<file path="src/design/ppm_sum_frame_decoder_macros.svh">
// Assertion macros for the PPM-sum frame decoder.
// Simulation builds get the checks; synthesis builds get empty bodies.
`ifndef PPM_SUM_FRAME_DECODER_MACROS_SVH
`define PPM_SUM_FRAME_DECODER_MACROS_SVH

`ifndef SYNTHESIS

// Condition that must hold at every edge outside reset
`define PSFD_ASSERT_ALWAYS(lbl, clk, rst, cond, msg) \
   lbl: assert property (@(posedge clk) disable iff (rst) (cond)) else $error(msg);

// Consequence that must hold in the same cycle as its antecedent
`define PSFD_ASSERT_IMPL(lbl, clk, rst, ante, cons, msg) \
   lbl: assert property (@(posedge clk) disable iff (rst) (ante) |-> (cons)) else $error(msg);

// Consequence that must hold in the cycle after its antecedent
`define PSFD_ASSERT_NEXT(lbl, clk, rst, ante, cons, msg) \
   lbl: assert property (@(posedge clk) disable iff (rst) (ante) |=> (cons)) else $error(msg);

`else

`define PSFD_ASSERT_ALWAYS(lbl, clk, rst, cond, msg)
`define PSFD_ASSERT_IMPL(lbl, clk, rst, ante, cons, msg)
`define PSFD_ASSERT_NEXT(lbl, clk, rst, ante, cons, msg)

`endif

`endif

</file>
<file path="src/design/psfd_pkg.sv">
package psfd_pkg;

   // Channel slots per frame
   localparam int MAX_CHANNELS = 10;
   localparam int IDX_W = (MAX_CHANNELS > 1) ? $clog2(MAX_CHANNELS) : 1;
   localparam int CNT_W = $clog2(MAX_CHANNELS + 1);

   // Request kinds
   localparam logic [1:0] KIND_CAPTURE   = 2'd0;
   localparam logic [1:0] KIND_CAL_START = 2'd1;
   localparam logic [1:0] KIND_CAL_STOP  = 2'd2;

   // Response status codes
   localparam logic [1:0] STATUS_FRAME  = 2'd0;
   localparam logic [1:0] STATUS_SHORT  = 2'd1;
   localparam logic [1:0] STATUS_REPORT = 2'd2;

   // Register indexes
   localparam logic [1:0] CSR_COUNTER_TOP     = 2'd0;
   localparam logic [1:0] CSR_SYNC_THRESHOLD  = 2'd1;
   localparam logic [1:0] CSR_CHANNELS_IN_USE = 2'd2;
   localparam logic [1:0] CSR_FEWEST_CHANNELS = 2'd3;

   // Register reset values
   localparam logic [15:0] COUNTER_TOP_RESET     = 16'd39999;
   localparam logic [15:0] SYNC_THRESHOLD_RESET  = 16'd5400;
   localparam logic [3:0]  CHANNELS_IN_USE_RESET = 4'd10;
   localparam logic [3:0]  FEWEST_CHANNELS_RESET = 4'd6;

   typedef struct packed {
      logic [1:0]  kind;
      logic [15:0] capture_time;
   } req_type;

   typedef struct packed {
      logic [1:0]  status;
      logic [3:0]  channel;
      logic [14:0] width_us;
      logic [14:0] center_us;
      logic [14:0] min_us;
      logic [14:0] max_us;
      logic        last;
   } rsp_type;

   typedef struct packed {
      logic [15:0] counter_top;
      logic [15:0] sync_threshold;
      logic [3:0]  channels_in_use;
      logic [3:0]  fewest_channels;
   } cfg_type;

   typedef enum logic [2:0] {
      SEQ_IDLE,
      SEQ_WIDTH,
      SEQ_JUDGE,
      SEQ_SHORT,
      SEQ_FRAME,
      SEQ_SEED,
      SEQ_REPORT
   } seq_state_type;

   typedef enum logic [1:0] {
      CH_NONE,
      CH_FRAME,
      CH_SEED,
      CH_REPORT
   } chan_op_type;

   // Sequencer to channel store
   typedef struct packed {
      chan_op_type      op;
      logic [IDX_W-1:0] idx;
      logic             calibrating;
      logic             store_we;
      logic [15:0]      store_data;
   } chan_ctrl_type;

   // Channel store read-out, after any update of this step
   typedef struct packed {
      logic [14:0] width;
      logic [14:0] center;
      logic [14:0] lo;
      logic [14:0] hi;
   } chan_read_type;

   // Sequencer to response register
   typedef struct packed {
      logic             load;
      logic [1:0]       status;
      logic [IDX_W-1:0] idx;
      logic             last;
   } emit_type;

endpackage

</file>
<file path="src/design/ppm_sum_frame_decoder.sv">
// Channel  Direction  Handshake             Payload
// req      in         req_valid/req_stall   req_type: kind, capture_time
// rsp      out        rsp_valid/rsp_stall   rsp_type: status .. last
// csr      in         csr_valid/csr_ready   csr_index, csr_data
//
// A capture edge inside a frame steps through accept, width and judge.
// A sync edge then adds one frame step per stored channel (short frame: one
// short step); calibration start and stop add one step per channel in use.
// The per-channel steps are set by the single shared min/max compare unit.
// Reset is synchronous; no clearing pass.
// A stalled response holds the sequencer in its emit step.
`include "ppm_sum_frame_decoder_macros.svh"

module ppm_sum_frame_decoder
   import psfd_pkg::*;
(
   input  logic        clock,
   input  logic        reset,
   input  logic        req_valid,
   output logic        req_stall,
   input  req_type     req_data,
   output logic        rsp_valid,
   input  logic        rsp_stall,
   output rsp_type     rsp_data,
   input  logic        csr_valid,
   output logic        csr_ready,
   input  logic [1:0]  csr_index,
   input  logic [15:0] csr_data
);

   cfg_type       cfg_ff, cfg_in;
   rsp_type       rsp_ff, rsp_in;
   logic          rsp_valid_ff, rsp_valid_in;
   logic          out_free;
   chan_ctrl_type chan_ctrl;
   chan_read_type chan_rd;
   emit_type      emit;
   logic          is_short;

   assign csr_ready = 1'b1;
   assign out_free  = !rsp_valid_ff || !rsp_stall;
   assign rsp_valid = rsp_valid_ff;
   assign rsp_data  = rsp_ff;

   psfd_seq u_seq (
      .clock     (clock),
      .reset     (reset),
      .cfg       (cfg_ff),
      .req_valid (req_valid),
      .req_data  (req_data),
      .req_stall (req_stall),
      .out_free  (out_free),
      .chan_ctrl (chan_ctrl),
      .emit      (emit)
   );

   psfd_chan_store u_chan_store (
      .clock (clock),
      .reset (reset),
      .ctrl  (chan_ctrl),
      .rd    (chan_rd)
   );

   // Register writes
   always_comb begin
      cfg_in = cfg_ff;
      if (csr_valid && csr_ready) begin
         unique case (csr_index)
            CSR_COUNTER_TOP:     cfg_in.counter_top     = csr_data;
            CSR_SYNC_THRESHOLD:  cfg_in.sync_threshold  = csr_data;
            CSR_CHANNELS_IN_USE: cfg_in.channels_in_use = csr_data[3:0];
            CSR_FEWEST_CHANNELS: cfg_in.fewest_channels = csr_data[3:0];
         endcase
      end
   end

   // Assemble the response; a short frame carries zeros
   always_comb begin
      is_short         = (emit.status == STATUS_SHORT);
      rsp_in.status    = emit.status;
      rsp_in.channel   = is_short ? 4'd0 : 4'(emit.idx);
      rsp_in.width_us  = is_short ? 15'd0 : chan_rd.width;
      rsp_in.center_us = is_short ? 15'd0 : chan_rd.center;
      rsp_in.min_us    = is_short ? 15'd0 : chan_rd.lo;
      rsp_in.max_us    = is_short ? 15'd0 : chan_rd.hi;
      rsp_in.last      = emit.last;
      if (emit.load) begin
         rsp_valid_in = 1'b1;
      end else if (!rsp_stall) begin
         rsp_valid_in = 1'b0;
      end else begin
         rsp_valid_in = rsp_valid_ff;
      end
   end

   // Configuration and response valid
   always_ff @(posedge clock) begin
      if (reset) begin
         cfg_ff       <= '{counter_top:     COUNTER_TOP_RESET,
                           sync_threshold:  SYNC_THRESHOLD_RESET,
                           channels_in_use: CHANNELS_IN_USE_RESET,
                           fewest_channels: FEWEST_CHANNELS_RESET};
         rsp_valid_ff <= 1'b0;
      end else begin
         cfg_ff       <= cfg_in;
         rsp_valid_ff <= rsp_valid_in;
      end
   end

   // Response payload: load on emit, hold otherwise
   always_ff @(posedge clock) begin
      if (emit.load) begin
         rsp_ff <= rsp_in;
      end
   end

   // Never overwrite a response that is still stalled
   `PSFD_ASSERT_ALWAYS(a_no_overwrite, clock, reset, !(emit.load && rsp_valid_ff && rsp_stall), "response overwritten while stalled")

   // A capture transaction keeps the block busy for the width step
   `PSFD_ASSERT_NEXT(a_capture_busy, clock, reset, req_valid && !req_stall && (req_data.kind == KIND_CAPTURE), req_stall, "capture accepted without width step")

   // A short frame is a single zero-channel result
   `PSFD_ASSERT_IMPL(a_short_single, clock, reset, rsp_valid && (rsp_data.status == STATUS_SHORT), rsp_data.last && (rsp_data.channel == 4'd0), "malformed short frame result")

endmodule

</file>
<file path="src/design/psfd_chan_store.sv">
module psfd_chan_store
   import psfd_pkg::*;
(
   input  logic          clock,
   input  logic          reset,
   input  chan_ctrl_type ctrl,
   output chan_read_type rd
);

   logic [15:0] pulse_ff  [MAX_CHANNELS];
   logic [14:0] last_ff   [MAX_CHANNELS];
   logic [14:0] center_ff [MAX_CHANNELS];
   logic [14:0] lo_ff     [MAX_CHANNELS];
   logic [14:0] hi_ff     [MAX_CHANNELS];

   logic [14:0] last_in;
   logic [14:0] center_in;
   logic [14:0] lo_in;
   logic [14:0] hi_in;
   logic        last_we;
   logic        center_we;
   logic        bound_we;

   logic [14:0] w;
   logic [14:0] cur_last;
   logic [14:0] cur_center;
   logic [14:0] cur_lo;
   logic [14:0] cur_hi;
   logic [14:0] lo_sel;
   logic [14:0] hi_sel;

   // Read the addressed channel and run the shared min/max compare
   always_comb begin
      w          = pulse_ff[ctrl.idx][15:1];
      cur_last   = last_ff[ctrl.idx];
      cur_center = center_ff[ctrl.idx];
      cur_lo     = lo_ff[ctrl.idx];
      cur_hi     = hi_ff[ctrl.idx];
      lo_sel     = (ctrl.calibrating && (w < cur_lo)) ? w : cur_lo;
      hi_sel     = (ctrl.calibrating && (w > cur_hi)) ? w : cur_hi;
   end

   // Select update and read-out for the current step
   always_comb begin
      last_we   = 1'b0;
      center_we = 1'b0;
      bound_we  = 1'b0;
      last_in   = w;
      center_in = cur_last;
      lo_in     = lo_sel;
      hi_in     = hi_sel;
      rd        = '{width: cur_last, center: cur_center, lo: cur_lo, hi: cur_hi};
      unique case (ctrl.op)
         CH_FRAME: begin
            last_we  = 1'b1;
            bound_we = 1'b1;
            rd       = '{width: w, center: cur_center, lo: lo_sel, hi: hi_sel};
         end
         CH_SEED: begin
            center_we = 1'b1;
            bound_we  = 1'b1;
            lo_in     = cur_last;
            hi_in     = cur_last;
         end
         CH_REPORT, CH_NONE: begin
         end
      endcase
   end

   // Pulse store: written before read, no reset
   always_ff @(posedge clock) begin
      if (ctrl.store_we) begin
         pulse_ff[ctrl.idx] <= ctrl.store_data;
      end
   end

   // Calibration tables
   always_ff @(posedge clock) begin
      if (reset) begin
         for (int i = 0; i < MAX_CHANNELS; i++) begin
            last_ff[i]   <= '0;
            center_ff[i] <= '0;
            lo_ff[i]     <= '0;
            hi_ff[i]     <= '0;
         end
      end else begin
         if (last_we) begin
            last_ff[ctrl.idx] <= last_in;
         end
         if (center_we) begin
            center_ff[ctrl.idx] <= center_in;
         end
         if (bound_we) begin
            lo_ff[ctrl.idx] <= lo_in;
            hi_ff[ctrl.idx] <= hi_in;
         end
      end
   end

endmodule

</file>
<file path="src/design/psfd_seq.sv">
module psfd_seq
   import psfd_pkg::*;
(
   input  logic          clock,
   input  logic          reset,
   input  cfg_type       cfg,
   input  logic          req_valid,
   input  req_type       req_data,
   output logic          req_stall,
   input  logic          out_free,
   output chan_ctrl_type chan_ctrl,
   output emit_type      emit
);

   seq_state_type    state_ff, state_in;
   logic [15:0]      prev_ff, prev_in;
   logic [15:0]      stamp_ff, stamp_in;
   logic [15:0]      width_ff, width_in;
   logic [CNT_W-1:0] count_ff, count_in;
   logic [CNT_W-1:0] end_ff, end_in;
   logic [IDX_W-1:0] iter_ff, iter_in;
   logic             cal_ff, cal_in;

   logic             accept;
   logic [4:0]       use_ext;
   logic [4:0]       used;
   logic [CNT_W-1:0] n;
   logic             is_last;
   logic             sync;
   logic             short_frame;
   logic             store_ok;
   logic [16:0]      wrap_sum;
   logic [15:0]      width_calc;

   assign req_stall = (state_ff != SEQ_IDLE);
   assign accept    = req_valid && !req_stall;

   // Clamp channels in use to the slot count
   always_comb begin
      use_ext = {1'b0, cfg.channels_in_use};
      used    = (use_ext > 5'(MAX_CHANNELS)) ? 5'(MAX_CHANNELS) : use_ext;
      n       = CNT_W'(used);
   end

   // Loop end, sync and frame length checks
   always_comb begin
      is_last     = ((CNT_W'(iter_ff) + CNT_W'(1)) == end_ff);
      sync        = (width_ff > cfg.sync_threshold);
      short_frame = (5'(count_ff) < {1'b0, cfg.fewest_channels});
      store_ok    = (count_ff < n);
   end

   // Pulse width with timer wrap
   always_comb begin
      wrap_sum = {1'b0, cfg.counter_top} + 17'd1 + {1'b0, stamp_ff} - {1'b0, prev_ff};
      if (stamp_ff < prev_ff) begin
         width_calc = wrap_sum[15:0];
      end else begin
         width_calc = stamp_ff - prev_ff;
      end
   end

   // Next state
   always_comb begin
      state_in = state_ff;
      unique case (state_ff)
         SEQ_IDLE: begin
            if (accept) begin
               unique case (req_data.kind)
                  KIND_CAPTURE: state_in = SEQ_WIDTH;
                  KIND_CAL_START: begin
                     if (n != CNT_W'(0)) state_in = SEQ_SEED;
                  end
                  KIND_CAL_STOP: begin
                     if (cal_ff && (n != CNT_W'(0))) state_in = SEQ_REPORT;
                  end
                  default: state_in = SEQ_IDLE;
               endcase
            end
         end
         SEQ_WIDTH: state_in = SEQ_JUDGE;
         SEQ_JUDGE: begin
            priority if (!sync)                  state_in = SEQ_IDLE;
            else if (short_frame)                state_in = SEQ_SHORT;
            else if (count_ff != CNT_W'(0))      state_in = SEQ_FRAME;
            else                                 state_in = SEQ_IDLE;
         end
         SEQ_SHORT: begin
            if (out_free) state_in = SEQ_IDLE;
         end
         SEQ_FRAME, SEQ_REPORT: begin
            if (out_free && is_last) state_in = SEQ_IDLE;
         end
         SEQ_SEED: begin
            if (is_last) state_in = SEQ_IDLE;
         end
         default: state_in = SEQ_IDLE;
      endcase
   end

   // Control outputs to the channel store and response register
   always_comb begin
      chan_ctrl = '{op: CH_NONE, idx: iter_ff, calibrating: cal_ff,
                    store_we: 1'b0, store_data: width_ff};
      emit      = '{load: 1'b0, status: STATUS_FRAME, idx: iter_ff, last: is_last};
      unique case (state_ff)
         SEQ_JUDGE: begin
            chan_ctrl.idx      = IDX_W'(count_ff);
            chan_ctrl.store_we = !sync && store_ok;
         end
         SEQ_SHORT: begin
            emit.load   = out_free;
            emit.status = STATUS_SHORT;
            emit.idx    = '0;
            emit.last   = 1'b1;
         end
         SEQ_FRAME: begin
            chan_ctrl.op = out_free ? CH_FRAME : CH_NONE;
            emit.load    = out_free;
         end
         SEQ_SEED: begin
            chan_ctrl.op = CH_SEED;
         end
         SEQ_REPORT: begin
            chan_ctrl.op = out_free ? CH_REPORT : CH_NONE;
            emit.load    = out_free;
            emit.status  = STATUS_REPORT;
         end
         default: begin
         end
      endcase
   end

   // Datapath register updates
   always_comb begin
      prev_in  = prev_ff;
      stamp_in = stamp_ff;
      width_in = width_ff;
      count_in = count_ff;
      end_in   = end_ff;
      iter_in  = iter_ff;
      cal_in   = cal_ff;
      unique case (state_ff)
         SEQ_IDLE: begin
            if (accept) begin
               stamp_in = req_data.capture_time;
               iter_in  = '0;
               end_in   = n;
               if (req_data.kind == KIND_CAL_START) cal_in = 1'b1;
               if (req_data.kind == KIND_CAL_STOP)  cal_in = 1'b0;
            end
         end
         SEQ_WIDTH: begin
            width_in = width_calc;
            prev_in  = stamp_ff;
         end
         SEQ_JUDGE: begin
            if (sync) begin
               count_in = '0;
               end_in   = count_ff;
               iter_in  = '0;
            end else if (store_ok) begin
               count_in = count_ff + CNT_W'(1);
            end
         end
         SEQ_FRAME, SEQ_REPORT: begin
            if (out_free && !is_last) iter_in = iter_ff + IDX_W'(1);
         end
         SEQ_SEED: begin
            if (!is_last) iter_in = iter_ff + IDX_W'(1);
         end
         default: begin
         end
      endcase
   end

   // Control registers
   always_ff @(posedge clock) begin
      if (reset) begin
         state_ff <= SEQ_IDLE;
         prev_ff  <= '0;
         count_ff <= '0;
         cal_ff   <= 1'b0;
      end else begin
         state_ff <= state_in;
         prev_ff  <= prev_in;
         count_ff <= count_in;
         cal_ff   <= cal_in;
      end
   end

   // Working registers
   always_ff @(posedge clock) begin
      stamp_ff <= stamp_in;
      width_ff <= width_in;
      end_ff   <= end_in;
      iter_ff  <= iter_in;
   end

endmodule

</file>
<file path="config.mk">
export PLATFORM = sky130hd
export DESIGN_NAME = ppm_sum_frame_decoder
export DESIGN_NICKNAME = d
export VERILOG_FILES = /design/src/design/psfd_pkg.sv /design/src/design/ppm_sum_frame_decoder.sv /design/src/design/psfd_chan_store.sv /design/src/design/psfd_seq.sv
export VERILOG_INCLUDE_DIRS = /design/src /design/src/design
export SDC_FILE = /design/constraint.sdc
export NUM_CORES = 2
export LEC_CHECK = 0
export BUFFER_PORTS_ARGS = -buffer_cell sky130_fd_sc_hd__buf_2
export CORE_MARGIN = 1
export CORE_UTILIZATION = 30
export DETAILED_ROUTE_END_ITERATION = 8
export GPL_TIMING_DRIVEN = 0
export PLACE_DENSITY_LB_ADDON = 0.08
export SLEW_MARGIN = 30
export SYNTH_ARGS = -nofsm -noshare
export SYNTH_HDL_FRONTEND = slang
export SYNTH_SLANG_ARGS = --single-unit
</file>
<file path="constraint.sdc">
create_clock -name clock -period 9 [get_ports clock]
set_clock_uncertainty 0.15 [all_clocks]
set_input_delay 0.45 -clock clock [delete_from_list [all_inputs] [get_ports clock]]
set_output_delay 0.45 -clock clock [all_outputs]
set_load 0.02 [all_outputs]
</file>
==> results.py <==
metrics = {
    "clock_tree": {
        "cts_sinks": 1282,
        "insertion_delay_ns": 0.83,
        "cts_tree": "done",
        "clkTransAtPathRegs_ns": 0.06,
        "cts_resized": 0,
        "hold_buffers": 40,
        "post_cts_buffers": 0,
        "numCtsBuffers": 155,
        "clock_path_buffers": 3,
        "cts_max_level": 4,
        "cts-root-buf": "clkbuf_16",
    },
    "hold_path": {
        "hold_path_class": "input port to register",
        "whs_path_depth": 4,
        "hold_end": "u_seq.cal_ff$_SDFFE_PP0P_",
        "hp-start": "req_data[16]",
    },
    "floorplan": {
        "num_io_pins": 111,
        "dieArea_um2": 198000,
        "num_rows": 162,
        "die_h_um": 445,
        "start_util": 0.302,
        "core_region_area_um2": 195000,
        "die_x_um": 445,
    },
    "drt": {
        "drtAntennaViolNets": 0,
        "first_iter_violations": 4563,
        "drc": 0,
        "viasPerCell": 5.27,
        "vias": 43036,
        "dr.pass1.iters": 6,
        "drt-wirelength-per-cell_um": 30.6,
        "drt_wl_total_um": 250000,
    },
    "cells_and_area": {
        "n_fill_cell": 19442,
        "drive_gt1_frac": 0.135,
        "area_growth_pct": 18.4,
        "nNetsFinal": 5562,
        "stdcell_count": 8169,
        "layout_common_cells": "edfxtp_1, nand2_1, nor2_1",
        "final_common_cell": "edfxtp_1",
        "final_util": 0.357,
    },
    "place": {
        "detailed_place_hpwl_um": 180000,
        "gp_congestion": 0.908,
        "port_buffers": 109,
        "dp_slack_ns": 0.368,
        "numPlacedInstances": 7839,
    },
    "synth": {
        "synth-simple-area-share": 0.170,
        "yosys_warnings": 0,
        "synthesis.nets": 5191,
        "synth_xor_area_frac": 0.00507,
        "syn_area_um2": 58700,
        "syn_inst": 5042,
        "muxShareOfSynthArea": 0.0328,
        "synth_top_family_by_area": "simple AND/OR/NAND/NOR gates",
        "ys_ff_latch": 1282,
        "ys_seq_area_frac": 0.644,
        "synth_fa_ha_area_frac": 0.0252,
        "synth_edf_count": 1217,
        "ys_types": 87,
        "synthFlopType": "edfxtp_1",
        "avgSynthCellArea_um2": 11.7,
        "postSynth.asyncResetShare": 0,
        "synth_compound_area_frac": 0.0824,
    },
    "power_and_ir_drop": {
        "powerDensity_nw_per_um2": 270,
        "vdd_drop_max_v": 0.000139,
        "finalPower_uw": 18800,
        "p_leak_uw": 0.0252,
    },
    "critical_path": {
        "critPathKind": "register to register",
        "r2r_slack_ns": 0.29,
        "worstSetupEndpointType": "register",
        "reg2reg_to": "rsp_data[3]$_SDFFCE_PN0P_",
        "cp.required_ns": 9.39,
        "r2r-start": "u_seq.state_ff[2]$_SDFFE_PP0P_",
        "r2r_cells": 23,
        "start_kind": "register",
        "crit_fanout": 11,
        "arrival_ns": 9.11,
    },
    "run_status": {
        "status": "complete, no violations",
    },
    "global_route": {
        "grt_usage": 0.249,
        "grt_pass1_vias": 41482,
        "grt_max_degree": 31,
        "overflow": 0,
        "grt_pass1_wl_um": 342000,
        "antenna_found_initial": 13,
    },
    "timing": {
        "tightest_slew_ns": 1.10,
        "post-route-min-period_ns": 8.71,
        "slew_headroom": 0.266,
        "clock.fmax_ghz": 0.115,
        "rsz0062_at_grt": "no",
        "setup_ws_ns": 0.289,
        "setup_viol": 0,
        "maxSlewViolCount": 0,
        "finalCritPeriodShare": 0.968,
        "hold_violations": 0,
    },
    "flow_run": {
        "maxCapViolCount": 0,
    },
}
==> flip-flops by register name, summed over array words and instances, names as in the netlist, 16 cells and up <==
register	count
u_chan_store.hi_ff	240
u_chan_store.center_ff	240
u_chan_store.pulse_ff	150
u_seq.width_ff	16
cfg_ff	40
u_chan_store.lo_ff	240
u_seq.stamp_ff	16
rsp_data	67
u_seq.prev_ff	16
u_chan_store.last_ff	240
==> per-layer routing <==
layer	wire, um	vias to the layer above	track usage
met4	10200	6	0.0950
met1	108000	21946	0.335
li1	-	18970	-
met5	50	-	0
met3	17000	415	0.0476
met2	114000	1699	0.397
==> worst max path at each step <==
stage                                         from  depth (start not counted)  slack [ns]                              endpoint
CTS                 u_seq.state_ff[2]$_SDFFE_PP0P_                         23        0.36  u_chan_store.lo_ff[14][10]$_DFFE_PP_
floorplan           u_seq.state_ff[2]$_SDFFE_PP0P_                         25        3.52  u_chan_store.hi_ff[10][11]$_DFFE_PP_
finish              u_seq.state_ff[2]$_SDFFE_PP0P_                         23        0.29             rsp_data[3]$_SDFFCE_PN0P_
detailed placement  u_seq.state_ff[2]$_SDFFE_PP0P_                         23        0.37  u_chan_store.lo_ff[12][10]$_DFFE_PP_
global route        u_seq.state_ff[2]$_SDFFE_PP0P_                         23        0.07  u_chan_store.lo_ff[11][10]$_DFFE_PP_
global placement    u_seq.state_ff[2]$_SDFFE_PP0P_                         22       -1.32   u_chan_store.hi_ff[10][1]$_DFFE_PP_
==> per-stage QoR <==
stage / hold WS [ns] / cell area [um2] / TNS (ns)
finish: 0.0709 / 69600 / 0
global route: 0.0746 / 69500 / 0
CTS: 0.0113 / 69500 / 0
detailed placement: 0.300 / 64300 / 0
global placement: 0.300 / 62600 / -35.10
floorplan: 0.285 / 58700 / 0
==> cells in the mapped netlist, types with 61 or more instances <==
cell type  instances  area [um2]
a211oi_1          61         458
a21oi_1          149         746
a311oi_1          98         858
and2_1           109         682
buf_2             99         495
clkbuf_1         175         657
dfxtp_1           65        1300
edfxtp_1        1217       36500
ha_1              92        1150
inv_1            206         773
mux2i_1           86         861
nand2_1          982        3690
nand3_1          445        2230
nor2_1           497        1870
nor3_1            91         455
o31a_1            74         648
==> kinds of logic after synthesis <==
kind of cell,count (synthesis)
and+or+nand+nor,2277
adders and majority gates,109
muxes,139
buffers and inverters,562
DFF,1282
AOI/OAI and AO/OA,638
xor gates and xnor gates,34
other,1
==> where the power goes <==
group          internal (uW)  switching (uW)
Clock                   3360            2720
Combinational           1370            4410
Sequential              6840            96.2
Total                  11600            7220
==> area by class of cell <==
cell class | instances | area [um2] | area share
diodes | 7 | 17.5 | 0.000252
clock buffers | 183 | 4020 | 0.0577
repair buffers | 214 | 2120 | 0.0305
flip-flops and latches | 1282 | 37800 | 0.544
well taps | 2624 | 3280 | 0.0472
plain buffers | 349 | 1640 | 0.0235
multi-input cells | 3198 | 19000 | 0.274
inverters | 213 | 800 | 0.0115
clock inverters | 99 | 800 | 0.0115
==> worst max-delay path, cell delays in order (launching register included) <==
cell	delay, ns
dfxtp_1	0.45
or3b_1	0.19
buf_2	0.20
buf_6	0.21
a21o_1	0.26
buf_2	0.42
buf_2	0.54
buf_2	0.58
clkbuf_2	0.55
nand2_1	0.10
nand3_1	0.10
nand3_1	0.78
inv_1	0.60
ha_1	0.23
nand2_1	0.05
o21ai_0	0.18
nand2_1	0.11
a31oi_1	0.72
o31a_1	0.47
a22o_1	0.21
buf_6	0.21
nand2_1	0.28
buf_6	0.28
o31ai_1	0.49
Power figures use the tool's default switching activity.
